--- config.mk ---
export PLATFORM = sky130hd
export DESIGN_NAME = structured_text_token_scanner
export DESIGN_NICKNAME = d
export VERILOG_FILES = /design/src/stts_pkg.sv /design/src/stts_core.sv /design/src/stts_out_queue.sv /design/src/structured_text_token_scanner.sv
export SDC_FILE = /design/constraint.sdc
export NUM_CORES = 1
export LEC_CHECK = 0
export ABC_AREA = 1
export BUFFER_PORTS_ARGS = -buffer_cell sky130_fd_sc_hd__buf_2
export CORE_ASPECT_RATIO = 0.75
export CORE_UTILIZATION = 28
export DETAILED_ROUTE_END_ITERATION = 10
export SLEW_MARGIN = 20
export SYNTH_ARGS = -nofsm -noshare
export SYNTH_HDL_FRONTEND = slang
export SYNTH_SLANG_ARGS = --single-unit
--- constraint.sdc ---
create_clock -name clk -period 4.55 [get_ports clk]
set_clock_uncertainty 0.05 [all_clocks]
set_input_delay 0.2275 -clock clk [delete_from_list [all_inputs] [get_ports clk]]
set_output_delay 0.2275 -clock clk [all_outputs]
set_load 0.03 [all_outputs]
--- src/stts_pkg.sv ---
// Shared types, constants and keyword table for the structured text token scanner.
`default_nettype none

package stts_pkg;

    localparam int POS_BITS      = 16;
    localparam int START_BITS    = 16;
    localparam int LEN_BITS      = 16;
    localparam int KIND_BITS     = 3;
    localparam int KW_COUNT      = 7;
    localparam int KW_INDEX_BITS = 3;
    localparam int KW_MAX_LEN    = 11;
    localparam int KW_TEXT_BITS  = KW_MAX_LEN * 8;

    localparam int Q_DEPTH      = 4;
    localparam int Q_PTR_BITS   = 2;
    localparam int Q_COUNT_BITS = 3;

    localparam logic [KIND_BITS-1:0] KIND_LINE    = 3'd0;
    localparam logic [KIND_BITS-1:0] KIND_BLOCK   = 3'd1;
    localparam logic [KIND_BITS-1:0] KIND_OP      = 3'd2;
    localparam logic [KIND_BITS-1:0] KIND_SPECIAL = 3'd3;
    localparam logic [KIND_BITS-1:0] KIND_KEYWORD = 3'd4;
    localparam logic [KIND_BITS-1:0] KIND_IDENT   = 3'd5;
    localparam logic [KIND_BITS-1:0] KIND_UNKNOWN = 3'd6;
    localparam logic [KIND_BITS-1:0] KIND_UNTERM  = 3'd7;

    // Keyword text is right-justified: the first character sits in the highest used byte.
    localparam logic [KW_TEXT_BITS-1:0] KW_TEXT [KW_COUNT] = '{
        "PROGRAM", "VAR", "END_VAR", {"END_", "PROGRAM"}, "BOOL", "TRUE", "FALSE"
    };
    localparam int KW_LEN [KW_COUNT] = '{7, 3, 7, 11, 4, 4, 5};

    typedef enum logic [2:0] {
        MODE_IDLE,
        MODE_HELD,
        MODE_WORD,
        MODE_LINE,
        MODE_BLOCK
    } mode_t;

    typedef struct packed {
        logic [7:0] character;
        logic       end_of_input;
    } char_word_t;

    typedef struct packed {
        logic [KIND_BITS-1:0]     token_kind;
        logic [KW_INDEX_BITS-1:0] keyword_index;
        logic [START_BITS-1:0]    token_start;
        logic [LEN_BITS-1:0]      token_length;
        logic                     last_result;
    } token_word_t;

    typedef struct packed {
        logic [1:0]  count;
        token_word_t first;
        token_word_t second;
    } push_t;

    // Keywords that have character c at offset idx.
    function automatic logic [KW_COUNT-1:0] kw_match(input logic [7:0] c,
                                                     input logic [LEN_BITS-1:0] idx);
        logic [KW_COUNT-1:0] keep;
        int cp;
        keep = '0;
        for (int k = 0; k < KW_COUNT; k++) begin
            if (idx < LEN_BITS'(KW_LEN[k])) begin
                cp = KW_LEN[k] - 1 - int'(idx[3:0]);
                if (KW_TEXT[k][8*cp +: 8] == c) begin
                    keep[k] = 1'b1;
                end
            end
        end
        return keep;
    endfunction

endpackage

`default_nettype wire

--- src/stts_core.sv ---
// Scanner state and per-byte token decision, producing up to two tokens per byte.
`default_nettype none

module stts_core
    import stts_pkg::*;
(
    input  wire logic       clk,
    input  wire logic       rst_n,
    input  wire logic       accept,
    input  wire char_word_t char_word,
    output push_t           push
);

    localparam logic [7:0] CH_SPACE  = " ";
    localparam logic [7:0] CH_TAB    = 8'h09;
    localparam logic [7:0] CH_CR     = 8'h0D;
    localparam logic [7:0] CH_LF     = 8'h0A;
    localparam logic [7:0] CH_SLASH  = "/";
    localparam logic [7:0] CH_LPAREN = "(";
    localparam logic [7:0] CH_RPAREN = ")";
    localparam logic [7:0] CH_STAR   = "*";
    localparam logic [7:0] CH_COLON  = ":";
    localparam logic [7:0] CH_EQUAL  = "=";
    localparam logic [7:0] CH_GT     = ">";
    localparam logic [7:0] CH_LT     = "<";
    localparam logic [7:0] CH_PLUS   = "+";
    localparam logic [7:0] CH_MINUS  = "-";
    localparam logic [7:0] CH_LBRACE = "{";
    localparam logic [7:0] CH_RBRACE = "}";
    localparam logic [7:0] CH_LBRACK = "[";
    localparam logic [7:0] CH_RBRACK = "]";
    localparam logic [7:0] CH_SEMI   = ";";
    localparam logic [7:0] CH_UNDER  = "_";
    localparam logic [LEN_BITS-1:0] LEN_ONE = LEN_BITS'(1);
    localparam logic [LEN_BITS-1:0] LEN_TWO = LEN_BITS'(2);

    mode_t                     mode_reg, mode_mid, mode_next;
    logic [7:0]                held_reg, held_mid, held_next;
    logic                      star_reg, star_mid, star_next;
    logic [POS_BITS-1:0]       pos_reg, pos_next;
    logic [POS_BITS-1:0]       start_reg, start_mid, start_next;
    logic [LEN_BITS-1:0]       len_reg, len_mid, len_next;
    logic [KW_COUNT-1:0]       kw_reg, kw_mid, kw_next;

    logic [7:0]                c;
    logic                      used;
    logic                      is_space, is_letter, is_word_char, is_op, is_special, is_hold;
    logic [LEN_BITS-1:0]       len_inc;
    logic                      va, vb, vc;
    token_word_t               tok_a, tok_b, tok_c;
    logic [1:0]                n_tok;

    function automatic token_word_t make_tok(input logic [KIND_BITS-1:0] kind,
                                             input logic [KW_INDEX_BITS-1:0] kw,
                                             input logic [POS_BITS-1:0] start,
                                             input logic [LEN_BITS-1:0] len);
        token_word_t t;
        t.token_kind    = kind;
        t.keyword_index = kw;
        t.token_start   = START_BITS'(start);
        t.token_length  = len;
        t.last_result   = 1'b0;
        return t;
    endfunction

    // A still-matching keyword whose length equals the word length is an exact match.
    function automatic token_word_t word_tok(input logic [KW_COUNT-1:0] kw,
                                             input logic [LEN_BITS-1:0] len,
                                             input logic [POS_BITS-1:0] start);
        token_word_t t;
        logic found;
        t = make_tok(KIND_IDENT, '0, start, len);
        found = 1'b0;
        for (int k = 0; k < KW_COUNT; k++) begin
            if (!found && kw[k] && len == LEN_BITS'(KW_LEN[k])) begin
                found = 1'b1;
                t = make_tok(KIND_KEYWORD, KW_INDEX_BITS'(k), start, len);
            end
        end
        return t;
    endfunction

    function automatic logic [KIND_BITS-1:0] held_kind(input logic [7:0] h);
        return (h == CH_COLON) ? KIND_SPECIAL : KIND_UNKNOWN;
    endfunction

    assign c            = char_word.character;
    assign is_space     = (c == CH_SPACE) || (c >= CH_TAB && c <= CH_CR);
    assign is_letter    = (c >= "a" && c <= "z") || (c >= "A" && c <= "Z");
    assign is_word_char = is_letter || (c >= "0" && c <= "9") || (c == CH_UNDER);
    assign is_op        = (c == CH_GT) || (c == CH_LT) || (c == CH_PLUS) || (c == CH_MINUS);
    assign is_special   = (c == CH_LBRACE) || (c == CH_RBRACE) || (c == CH_LBRACK)
                          || (c == CH_RBRACK) || (c == CH_SEMI);
    assign is_hold      = (c == CH_SLASH) || (c == CH_LPAREN) || (c == CH_COLON)
                          || (c == CH_EQUAL);
    assign len_inc      = (len_reg == '1) ? len_reg : len_reg + LEN_ONE;

    // The byte is consumed by the open token unless that token ends before it.
    always_comb
    begin
        case (mode_reg)
            MODE_HELD:  used = ((held_reg == CH_SLASH) && (c == CH_SLASH))
                               || ((held_reg == CH_LPAREN) && (c == CH_STAR))
                               || ((held_reg == CH_COLON) && (c == CH_EQUAL))
                               || ((held_reg == CH_EQUAL) && (c == CH_GT));
            MODE_WORD:  used = is_word_char;
            MODE_LINE:  used = 1'b1;
            MODE_BLOCK: used = 1'b1;
            default:    used = 1'b0;
        endcase
    end

    // Next state: the open token first, then a token started by this byte.
    always_comb
    begin
        mode_mid  = MODE_IDLE;
        held_mid  = held_reg;
        star_mid  = star_reg;
        start_mid = start_reg;
        len_mid   = len_reg;
        kw_mid    = kw_reg;
        case (mode_reg)
            MODE_HELD:
            begin
                if (held_reg == CH_SLASH && c == CH_SLASH) begin
                    mode_mid = MODE_LINE;
                    len_mid  = LEN_TWO;
                end else if (held_reg == CH_LPAREN && c == CH_STAR) begin
                    mode_mid = MODE_BLOCK;
                    len_mid  = LEN_TWO;
                    star_mid = 1'b0;
                end
            end
            MODE_WORD:
            begin
                if (is_word_char) begin
                    mode_mid = MODE_WORD;
                    kw_mid   = kw_reg & kw_match(c, len_reg);
                    len_mid  = len_inc;
                end
            end
            MODE_LINE:
            begin
                if (c != CH_LF) begin
                    mode_mid = MODE_LINE;
                    len_mid  = len_inc;
                end
            end
            MODE_BLOCK:
            begin
                len_mid = len_inc;
                if (star_reg && c == CH_RPAREN) begin
                    star_mid = 1'b0;
                end else begin
                    mode_mid = MODE_BLOCK;
                    star_mid = (c == CH_STAR);
                end
            end
            default:
            begin
                mode_mid = MODE_IDLE;
            end
        endcase
        if (!used) begin
            if (is_hold) begin
                mode_mid  = MODE_HELD;
                held_mid  = c;
                start_mid = pos_reg;
            end else if (is_letter) begin
                mode_mid  = MODE_WORD;
                start_mid = pos_reg;
                kw_mid    = kw_match(c, '0);
                len_mid   = LEN_ONE;
            end
        end
    end

    // End of input flushes everything back to the reset state.
    always_comb
    begin
        if (char_word.end_of_input) begin
            mode_next  = MODE_IDLE;
            held_next  = '0;
            star_next  = 1'b0;
            pos_next   = '0;
            start_next = '0;
            len_next   = '0;
            kw_next    = '1;
        end else begin
            mode_next  = mode_mid;
            held_next  = held_mid;
            star_next  = star_mid;
            pos_next   = pos_reg + POS_BITS'(1);
            start_next = start_mid;
            len_next   = len_mid;
            kw_next    = kw_mid;
        end
    end

    // Outputs: token closed by this byte, token formed by this byte alone, flushed token.
    always_comb
    begin
        va    = 1'b0;
        vb    = 1'b0;
        vc    = 1'b0;
        tok_a = make_tok(KIND_UNKNOWN, '0, start_reg, LEN_ONE);
        tok_b = make_tok(KIND_UNKNOWN, '0, pos_reg, LEN_ONE);
        tok_c = make_tok(KIND_UNTERM, '0, start_mid, len_mid);
        case (mode_reg)
            MODE_HELD:
            begin
                if (((held_reg == CH_COLON) && (c == CH_EQUAL))
                    || ((held_reg == CH_EQUAL) && (c == CH_GT))) begin
                    va    = 1'b1;
                    tok_a = make_tok(KIND_OP, '0, start_reg, LEN_TWO);
                end else if (!used) begin
                    va    = 1'b1;
                    tok_a = make_tok(held_kind(held_reg), '0, start_reg, LEN_ONE);
                end
            end
            MODE_WORD:
            begin
                if (!is_word_char) begin
                    va    = 1'b1;
                    tok_a = word_tok(kw_reg, len_reg, start_reg);
                end
            end
            MODE_LINE:
            begin
                if (c == CH_LF) begin
                    va    = 1'b1;
                    tok_a = make_tok(KIND_LINE, '0, start_reg, len_reg);
                end
            end
            MODE_BLOCK:
            begin
                if (star_reg && c == CH_RPAREN) begin
                    va    = 1'b1;
                    tok_a = make_tok(KIND_BLOCK, '0, start_reg, len_inc);
                end
            end
            default:
            begin
                va = 1'b0;
            end
        endcase
        if (!used && !is_space && !is_hold && !is_letter) begin
            vb = 1'b1;
            if (is_op) begin
                tok_b = make_tok(KIND_OP, '0, pos_reg, LEN_ONE);
            end else if (is_special) begin
                tok_b = make_tok(KIND_SPECIAL, '0, pos_reg, LEN_ONE);
            end
        end
        if (char_word.end_of_input) begin
            case (mode_mid)
                MODE_HELD:
                begin
                    vc    = 1'b1;
                    tok_c = make_tok(held_kind(held_mid), '0, start_mid, LEN_ONE);
                end
                MODE_WORD:
                begin
                    vc    = 1'b1;
                    tok_c = word_tok(kw_mid, len_mid, start_mid);
                end
                MODE_LINE, MODE_BLOCK:
                begin
                    vc = 1'b1;
                end
                default:
                begin
                    vc = 1'b0;
                end
            endcase
        end
    end

    // At most two of the three candidates are ever present; pack them in order.
    always_comb
    begin
        n_tok        = {1'b0, va} + {1'b0, vb} + {1'b0, vc};
        push.count   = accept ? n_tok : 2'd0;
        push.first   = va ? tok_a : (vb ? tok_b : tok_c);
        push.second  = (va && vb) ? tok_b : tok_c;
        push.first.last_result  = (n_tok == 2'd1);
        push.second.last_result = 1'b1;
    end

    always_ff @(posedge clk or negedge rst_n)
    begin
        if (!rst_n) begin
            mode_reg  <= MODE_IDLE;
            held_reg  <= '0;
            star_reg  <= 1'b0;
            pos_reg   <= '0;
            start_reg <= '0;
            len_reg   <= '0;
            kw_reg    <= '1;
        end else if (accept) begin
            mode_reg  <= mode_next;
            held_reg  <= held_next;
            star_reg  <= star_next;
            pos_reg   <= pos_next;
            start_reg <= start_next;
            len_reg   <= len_next;
            kw_reg    <= kw_next;
        end
    end

endmodule

`default_nettype wire

--- src/stts_out_queue.sv ---
// Small result queue that takes up to two token words a cycle and hands out one unless token_stall is set.
`default_nettype none

module stts_out_queue
    import stts_pkg::*;
(
    input  wire logic        clk,
    input  wire logic        rst_n,
    input  wire push_t       push,
    output logic             room,
    output logic             token_valid,
    input  wire logic        token_stall,
    output token_word_t      token_word
);

    token_word_t               mem [Q_DEPTH];
    logic [Q_PTR_BITS-1:0]     wr_ptr_reg, wr_ptr_next;
    logic [Q_PTR_BITS-1:0]     rd_ptr_reg, rd_ptr_next;
    logic [Q_COUNT_BITS-1:0]   count_reg, count_next;
    logic                      pop;

    // Room is judged on the registered count so that it never waits on the output side.
    assign room        = (count_reg <= Q_COUNT_BITS'(Q_DEPTH - 2));
    assign token_valid = (count_reg != '0);
    assign token_word  = mem[rd_ptr_reg];
    assign pop         = token_valid && !token_stall;

    always_comb
    begin
        wr_ptr_next = wr_ptr_reg + Q_PTR_BITS'(push.count);
        rd_ptr_next = rd_ptr_reg + Q_PTR_BITS'(pop);
        count_next  = count_reg + Q_COUNT_BITS'(push.count) - Q_COUNT_BITS'(pop);
    end

    always_ff @(posedge clk)
    begin
        if (push.count != 2'd0) begin
            mem[wr_ptr_reg] <= push.first;
        end
        if (push.count == 2'd2) begin
            mem[wr_ptr_reg + Q_PTR_BITS'(1)] <= push.second;
        end
    end

    always_ff @(posedge clk or negedge rst_n)
    begin
        if (!rst_n) begin
            wr_ptr_reg <= '0;
            rd_ptr_reg <= '0;
            count_reg  <= '0;
        end else begin
            wr_ptr_reg <= wr_ptr_next;
            rd_ptr_reg <= rd_ptr_next;
            count_reg  <= count_next;
        end
    end

endmodule

`default_nettype wire

--- src/structured_text_token_scanner.sv ---
// Top level of the structured text token scanner.
//
// Source bytes arrive on the char channel (char_valid, char_stall, char_word),
// one byte per word, with end_of_input set on the last byte of a text. Tokens
// leave on the token channel (token_valid, token_stall, token_word), one token
// per word, each giving kind, keyword index, start offset and length; the last
// token caused by a byte carries last_result.
// A byte is scanned in the cycle it is accepted and its tokens are written to a
// four-entry result queue, from which they leave on the token channel. The
// scanner accepts one byte every cycle while the queue has room for two tokens;
// a byte that closes one token and forms another writes both, which leave in turn.
// When the receiver stalls, the queue fills and char_stall rises once fewer than
// two entries are free; the token on the port holds until taken.
// Reset clears the scan state, the byte offset and the queue; after a byte with
// end_of_input the scan state and offset reset and the next byte is offset 0.
`default_nettype none

module structured_text_token_scanner
    import stts_pkg::*;
(
    input  wire logic        clk,
    input  wire logic        rst_n,
    input  wire logic        char_valid,
    output logic             char_stall,
    input  wire char_word_t  char_word,
    output logic             token_valid,
    input  wire logic        token_stall,
    output token_word_t      token_word
);

    push_t push;
    logic  room;
    logic  accept;

    assign char_stall = !room;
    assign accept     = char_valid && room;

    stts_core u_core (
        .clk       (clk),
        .rst_n     (rst_n),
        .accept    (accept),
        .char_word (char_word),
        .push      (push)
    );

    stts_out_queue u_queue (
        .clk         (clk),
        .rst_n       (rst_n),
        .push        (push),
        .room        (room),
        .token_valid (token_valid),
        .token_stall (token_stall),
        .token_word  (token_word)
    );

endmodule

`default_nettype wire

==> After elaboration in Yosys (flattened, before gate mapping) <==
Memories as Yosys holds them, arrays and structs flattened.
Index checks and enable logic that the tools add are counted.
{ "classes": {"n_addsub": 14, "mul": 0, "div": 0, "order_cmp": 14, "eq_ne": 60, "shifts": 7, "n_mux": 154, "bitwise_logic": 1, "n_reduce_logical": 83} }
{ "op_table": {"columns": ["op", "n"], "rows": [
  ["88-bit by 32-bit indexed part select with 8-bit output (first input constant)", 7],
  ["37-bit two-way mux", 14],
  ["39-bit two-way mux", 12],
  ["16-bit two-way mux", 14],
  ["39-bit case mux with 4 select lines", 1],
  ["8-bit by 6-bit == test with 1-bit output (second input constant)", 17],
  ["16-bit by 3-bit == test with 1-bit output (second input constant)", 6],
  ["1-bit two-way mux", 86],
  ["39-bit case mux with 2 select lines", 1],
  ["16-bit case mux with 4 select lines", 1],
  ["8-bit == test", 7],
  ["7-bit by 8-bit == test with 1-bit output (first input constant)", 6],
  ["16-bit by 3-bit < comparator with 1-bit output (second input constant)", 3],
  ["7-bit two-way mux", 6],
  ["1-bit logical AND", 41],
  ["8-bit by 7-bit == test with 1-bit output (second input constant)", 5],
  ["16-bit by 1-bit adder with 16-bit output (second input constant)", 2],
  ["16-bit by 2-bit == test with 1-bit output (second input constant)", 2],
  ["16-bit by 4-bit == test with 1-bit output (second input constant)", 2],
  ["3-bit two-way mux", 9],
  ["8-bit two-way mux", 3],
  ["1-bit zero test", 18],
  ["1-bit logical OR", 18],
  ["16-bit == test (second input constant)", 1],
  ["other kinds (38)", 51]
]} }
{ "word_totals": {"regBits": 74, "latch_bits": 0, "ram_bits": 156, "romBits": 0, "input_bits": 13, "out_inout_bits": 41, "memories": 1} }
{ "memory_table": {"columns": ["memory", "depth", "width", "read_ports", "rd_clocked_by_memory_dff", "write_ports", "line", "source"], "rows": [
  ["u_queue.mem", 4, 39, 1, 0, 2, "stts_out_queue.sv:16", "token_word_t mem [Q_DEPTH];"]
]} }

==> Depth between registers and ports, before layout <==
{ "logic_depth": {"ltp_word": 55, "ltp_mapped": 29, "mapped_depth_nobuf": 27} }

==> Modules after synthesis <==
A second synthesis with hierarchy kept.
{ "hier_totals": {"hier_cells": 2191, "area_unflattened_um2": 15498.6} }
{ "modules_own_cells": {"columns": ["mod", "n_inst", "cells_each", "area_per_inst_um2", "seq_area_each_um2"], "rows": [
  ["stts_out_queue", 1, 858, 7983.9, 4859.7],
  ["stts_core", 1, 1330, 7503.4, 1685.4],
  ["structured_text_token_scanner", 1, 3, 11.3, 0.0]
]} }

==> Worst setup path before layout <==
OpenSTA, ideal clock, no wires.
{ "synth_timing": {"path_kind": "input port to flip-flop", "startpoint": "input port char_word[6] (netlist bit)", "endpoint": "memory u_queue.mem[3][10] (netlist bit), enable pin", "setup_ns": 0.397, "arrival_ns": 3.951, "slack_ns": 0.152, "cell_stages": 19, "n_path_buf": 3, "cell_sequence": "buf_2 nand2_1 nor2_2 nand2_1 a21oi_2 nor2_4 nor2_8 nor2_8 nand2_4 buf_8 buf_6 nand2_2 o31ai_1 fa_1 nor2_1 nor2_1 nor2_1 clkinv_1 nand2_1"} }
{ "synth_lines": {"columns": ["item", "line", "source"], "rows": [
  ["from (decl)", "structured_text_token_scanner.sv:25", "input wire char_word_t char_word,"],
  ["to (decl)", "stts_out_queue.sv:16", null]
]} }

==> impl_metrics.env <==
export IMPL_outcome="finished clean"
export IMPL_path_class="reg -> reg"
export IMPL_insertion_delay_ns=0.55
export IMPL_cts_sinks=230
export IMPL_die_w_um=269
export IMPL_largest_register="u_queue.mem"
export IMPL_ys_seq_area_share_pct=43.6
export IMPL_wl_per_cell_um=19.3
export IMPL_start_util_pct=28.7
export IMPL_final_nets=2001
export IMPL_grt_setup_unrepaired="false"
export IMPL_hold_viol=0
export IMPL_drt_iter0_drc=1411
export IMPL_first_pass_iters=5
export IMPL_critPathRequiredTime_ns=4.80
export IMPL_cts_root_buf="clkbuf_16"
export IMPL_endpoint_kind="flip-flop"
export IMPL_wl_um=52100
export IMPL_synth_compound_area_share_pct=19.7
export IMPL_largest_register_ffs=156
export IMPL_cts_max_level=1
export IMPL_place_hpwl_um=35800
export IMPL_cts_buffers=26
export IMPL_grt_start_max_net_pins=80
export IMPL_holdCritPathClass="in -> reg"
export IMPL_cts_path_max_buffers=3
export IMPL_synth_edf_count=152
export IMPL_syn_to_final_growth_pct=13.8
export IMPL_ys_flop_type="edfxtp_1"
export IMPL_vias=14600
export IMPL_grt_total_usage_pct=19.1
export IMPL_syn_inst=1937
export IMPL_final_util_pct=32.6
export IMPL_worstPathArrival_ns=4.47
export IMPL_vdd_drop_max_mv=0.277
export IMPL_post_cts_buffers=0
export IMPL_ys_ff_latch=230
export IMPL_yosys_cell_types_count=63
export IMPL_synth_simple_area_share_pct=26.2
export IMPL_synth_top_family_by_area="simple AND/OR/NAND/NOR gates"
export IMPL_drc=0
export IMPL_grt_pass1_wl_um=81100
export IMPL_ios=54
export IMPL_async_reset_ff_share_pct=32.2
export IMPL_fin_setup_tns_ns=0
export IMPL_core_sq_mm=0.0521
export IMPL_synth_xor_xnor_area_share_pct=1.47
export IMPL_synthMuxAreaShare_pct=0
export IMPL_slew_limit_headroom_pct=29.1
export IMPL_synth_fa_ha_area_share_pct=1.36
export IMPL_period_share_pct=92.8
export IMPL_total_leakage_power_nw=6.71
export IMPL_finalSetupViolCount=0
export IMPL_gp_congestion=0.929
export IMPL_synth_area_leader_cell="edfxtp_1"
export IMPL_holdWs_ns=0.0884
export IMPL_max_slew_worst_pin_slew_ns=1.06
export IMPL_ys_warn_count=0
export IMPL_grt_pass1_vias=14100
export IMPL_antenna_found_initial=3
export IMPL_clk_pin_slew_ns=0.06
export IMPL_synth_nets=1965
export IMPL_cts_tree="built"
export IMPL_synth_top_area_share_pct=30.6
export IMPL_power_per_cell_area_mw_per_mm2=598
export IMPL_syn_cell_area_sq_mm=0.0149
export IMPL_max_freq_ghz=0.237
export IMPL_crit_fanout=36
export IMPL_dieHeight_um=202
export IMPL_period_minus_slack_ns=4.22
export IMPL_synthTopCellsByArea="edfxtp_1, dfrtp_1, nand2_1, o22ai_1, nor2_1"
export IMPL_startpoint_type="flip-flop"
export IMPL_drv_cap=0
export IMPL_die_area_sq_mm=0.0543
export IMPL_avgSynthCellArea_sq_um=7.71
export IMPL_power_w=0.0102
export IMPL_io_buffer_count=53
export IMPL_rows=72
export IMPL_drive_gt1_share_pct=12.7
export IMPL_grt_ovfl_total=0
export IMPL_via_per_inst=5.42
export IMPL_drv_slew=0
export IMPL_final_antenna_net_count=0
worst max-delay path: stages (launching register included):
cell and delay, ns:
dfrtp_1 0.42, nor3_2 0.48, inv_1 0.29, nor2_8 0.27
nor2_8 0.08, nand2_2 0.15, inv_2 0.12, o31ai_1 0.35
fa_1 0.45, nor2_1 0.27, nor2_1 0.15, nand2_1 0.13
buf_4 0.46, inv_1 0.15, nand2_1 0.10, nand2_1 0.05
report_power, final:
part           leakage [nW]  switching, W  total, W  internal [W]
Combinational          3.83       0.00376   0.00507       0.00131
Sequential             2.44      0.000190   0.00290       0.00271
Clock                 0.434      0.000889   0.00220       0.00131
Total                  6.71       0.00484    0.0102       0.00532
synthesized netlist by cell type (2+ instances only):
master    count
o21a_1       17
clkinv_1      7
o21ai_2       4
a221oi_1      6
clkbuf_2      2
o31ai_1       2
buf_1         2
nand2_1     396
clkbuf_1     66
nand3_1      91
a211oi_1      2
nor3_1       20
buf_6         5
nor2_2       12
o21ai_1       8
nor3b_1       5
o211ai_1      9
o22ai_1     237
dfxtp_1       4
nand2_2      16
nand3_4       3
nand4_1      18
nor2_8        2
nand3_2       9
fa_1          2
nor2_1      295
nor3_2        4
a21oi_1      59
edfxtp_1    152
a31oi_1       6
inv_2        24
nand2_4       4
dfrtp_1      67
nor2_4        6
o21ai_0     126
o32ai_1       2
inv_1       156
buf_4         4
a21oi_2       2
a22oi_1       2
xor2_1       24
ha_1         13
buf_2        15
dfstp_2       7
nor4_1        6
per-layer routing:
| metal | vias to the layer above | wire [um] | GRT usage (%) |
|---|---|---|---|
| met1 | 7038 | 23900 | 28.2 |
| met2 | 682 | 22200 | 28.1 |
| met3 | 60 | 5170 | 4.04 |
| li1 | 6832 | - | - |
| met5 | - | 8 | 0 |
| met4 | 2 | 920 | 4.42 |
cell type report:
cell class,count,area (sq um)
Antenna cell,1,2.50
Clock buffer,29,683
Clock inverter,19,203
Fill cell,5575,35100
Inverter,187,702
Multi-Input combinational cell,1425,7320
Sequential cell,230,6510
Tap cell,703,880
Timing Repair Buffer,103,696
through the flow:
step	area [sq um]	instances	setup WS, ns
floorplan	14900	1937	0.152
detailed placement	16100	2647	0.251
finish	17000	2697	0.329
global route	17000	2696	0.00350
CTS	17000	2696	0.434
global placement	16100	2647	0.373
path summary, 6_finish.rpt:
path / endpoint / from / slack, ns / depth (start not counted)
hold reg to reg: u_queue.mem[3][0] / u_queue.mem[3][0] / 0.43 / 1
min in group asynchronous: u_core.start_reg[6] / rst_n / 0.19 / 2
setup / recovery: u_queue.mem[3][35] / u_core.mode_reg[2] / 0.33 / 15
max in group asynchronous: u_core.kw_reg[4] / rst_n / 3.30 / 3
hold / removal: u_queue.rd_ptr_reg[0] / token_stall / 0.09 / 3
setup reg to reg: u_queue.mem[3][35] / u_core.mode_reg[2] / 0.33 / 15
placed cells by master, fill, tap and decap left out, types with 5 or more instances in the layout:
cell type,synthesis,layout
clkinv_1,7,11
inv_1,156,155
a21oi_1,59,59
a31oi_1,6,6
ha_1,13,13
nor4_1,6,5
nand3_1,91,91
nand3_2,9,9
o211ai_1,9,9
nand4_1,18,18
xor2_1,24,24
buf_4,4,46
o21ai_1,8,8
nor2_2,12,13
nand2_1,396,392
clkbuf_16,0,27
nor2_4,6,7
dfstp_2,7,7
nor3_1,20,20
o21ai_0,126,126
nand2_2,16,20
a221oi_1,6,6
o22ai_1,237,237
o21a_1,17,17
buf_2,15,52
dfrtp_1,67,66
edfxtp_1,152,152
nor2_1,295,293
clkinv_2,0,7
nor3b_1,5,5
inv_2,24,25
logic make-up (layout without fill, tap and decap cells):
kind of cell               after synthesis  in the layout
xor gates and xnor gates                25             25
adders and majority gates               15             15
DFF                                    230            230
buffers and inverters                  282            338
other                                    0              1
and+or+nand+nor                        893            893
AOI/OAI and AO/OA                      492            492
what timing repair did:
item                                    4_1_cts  5_1_grt
hold buffers                                  1        0
endpoints found under the setup margin        0        0
resized for setup                             0        0
endpoints found under the hold margin        41        0
Note: power is estimated with default switching activity, not from simulation.
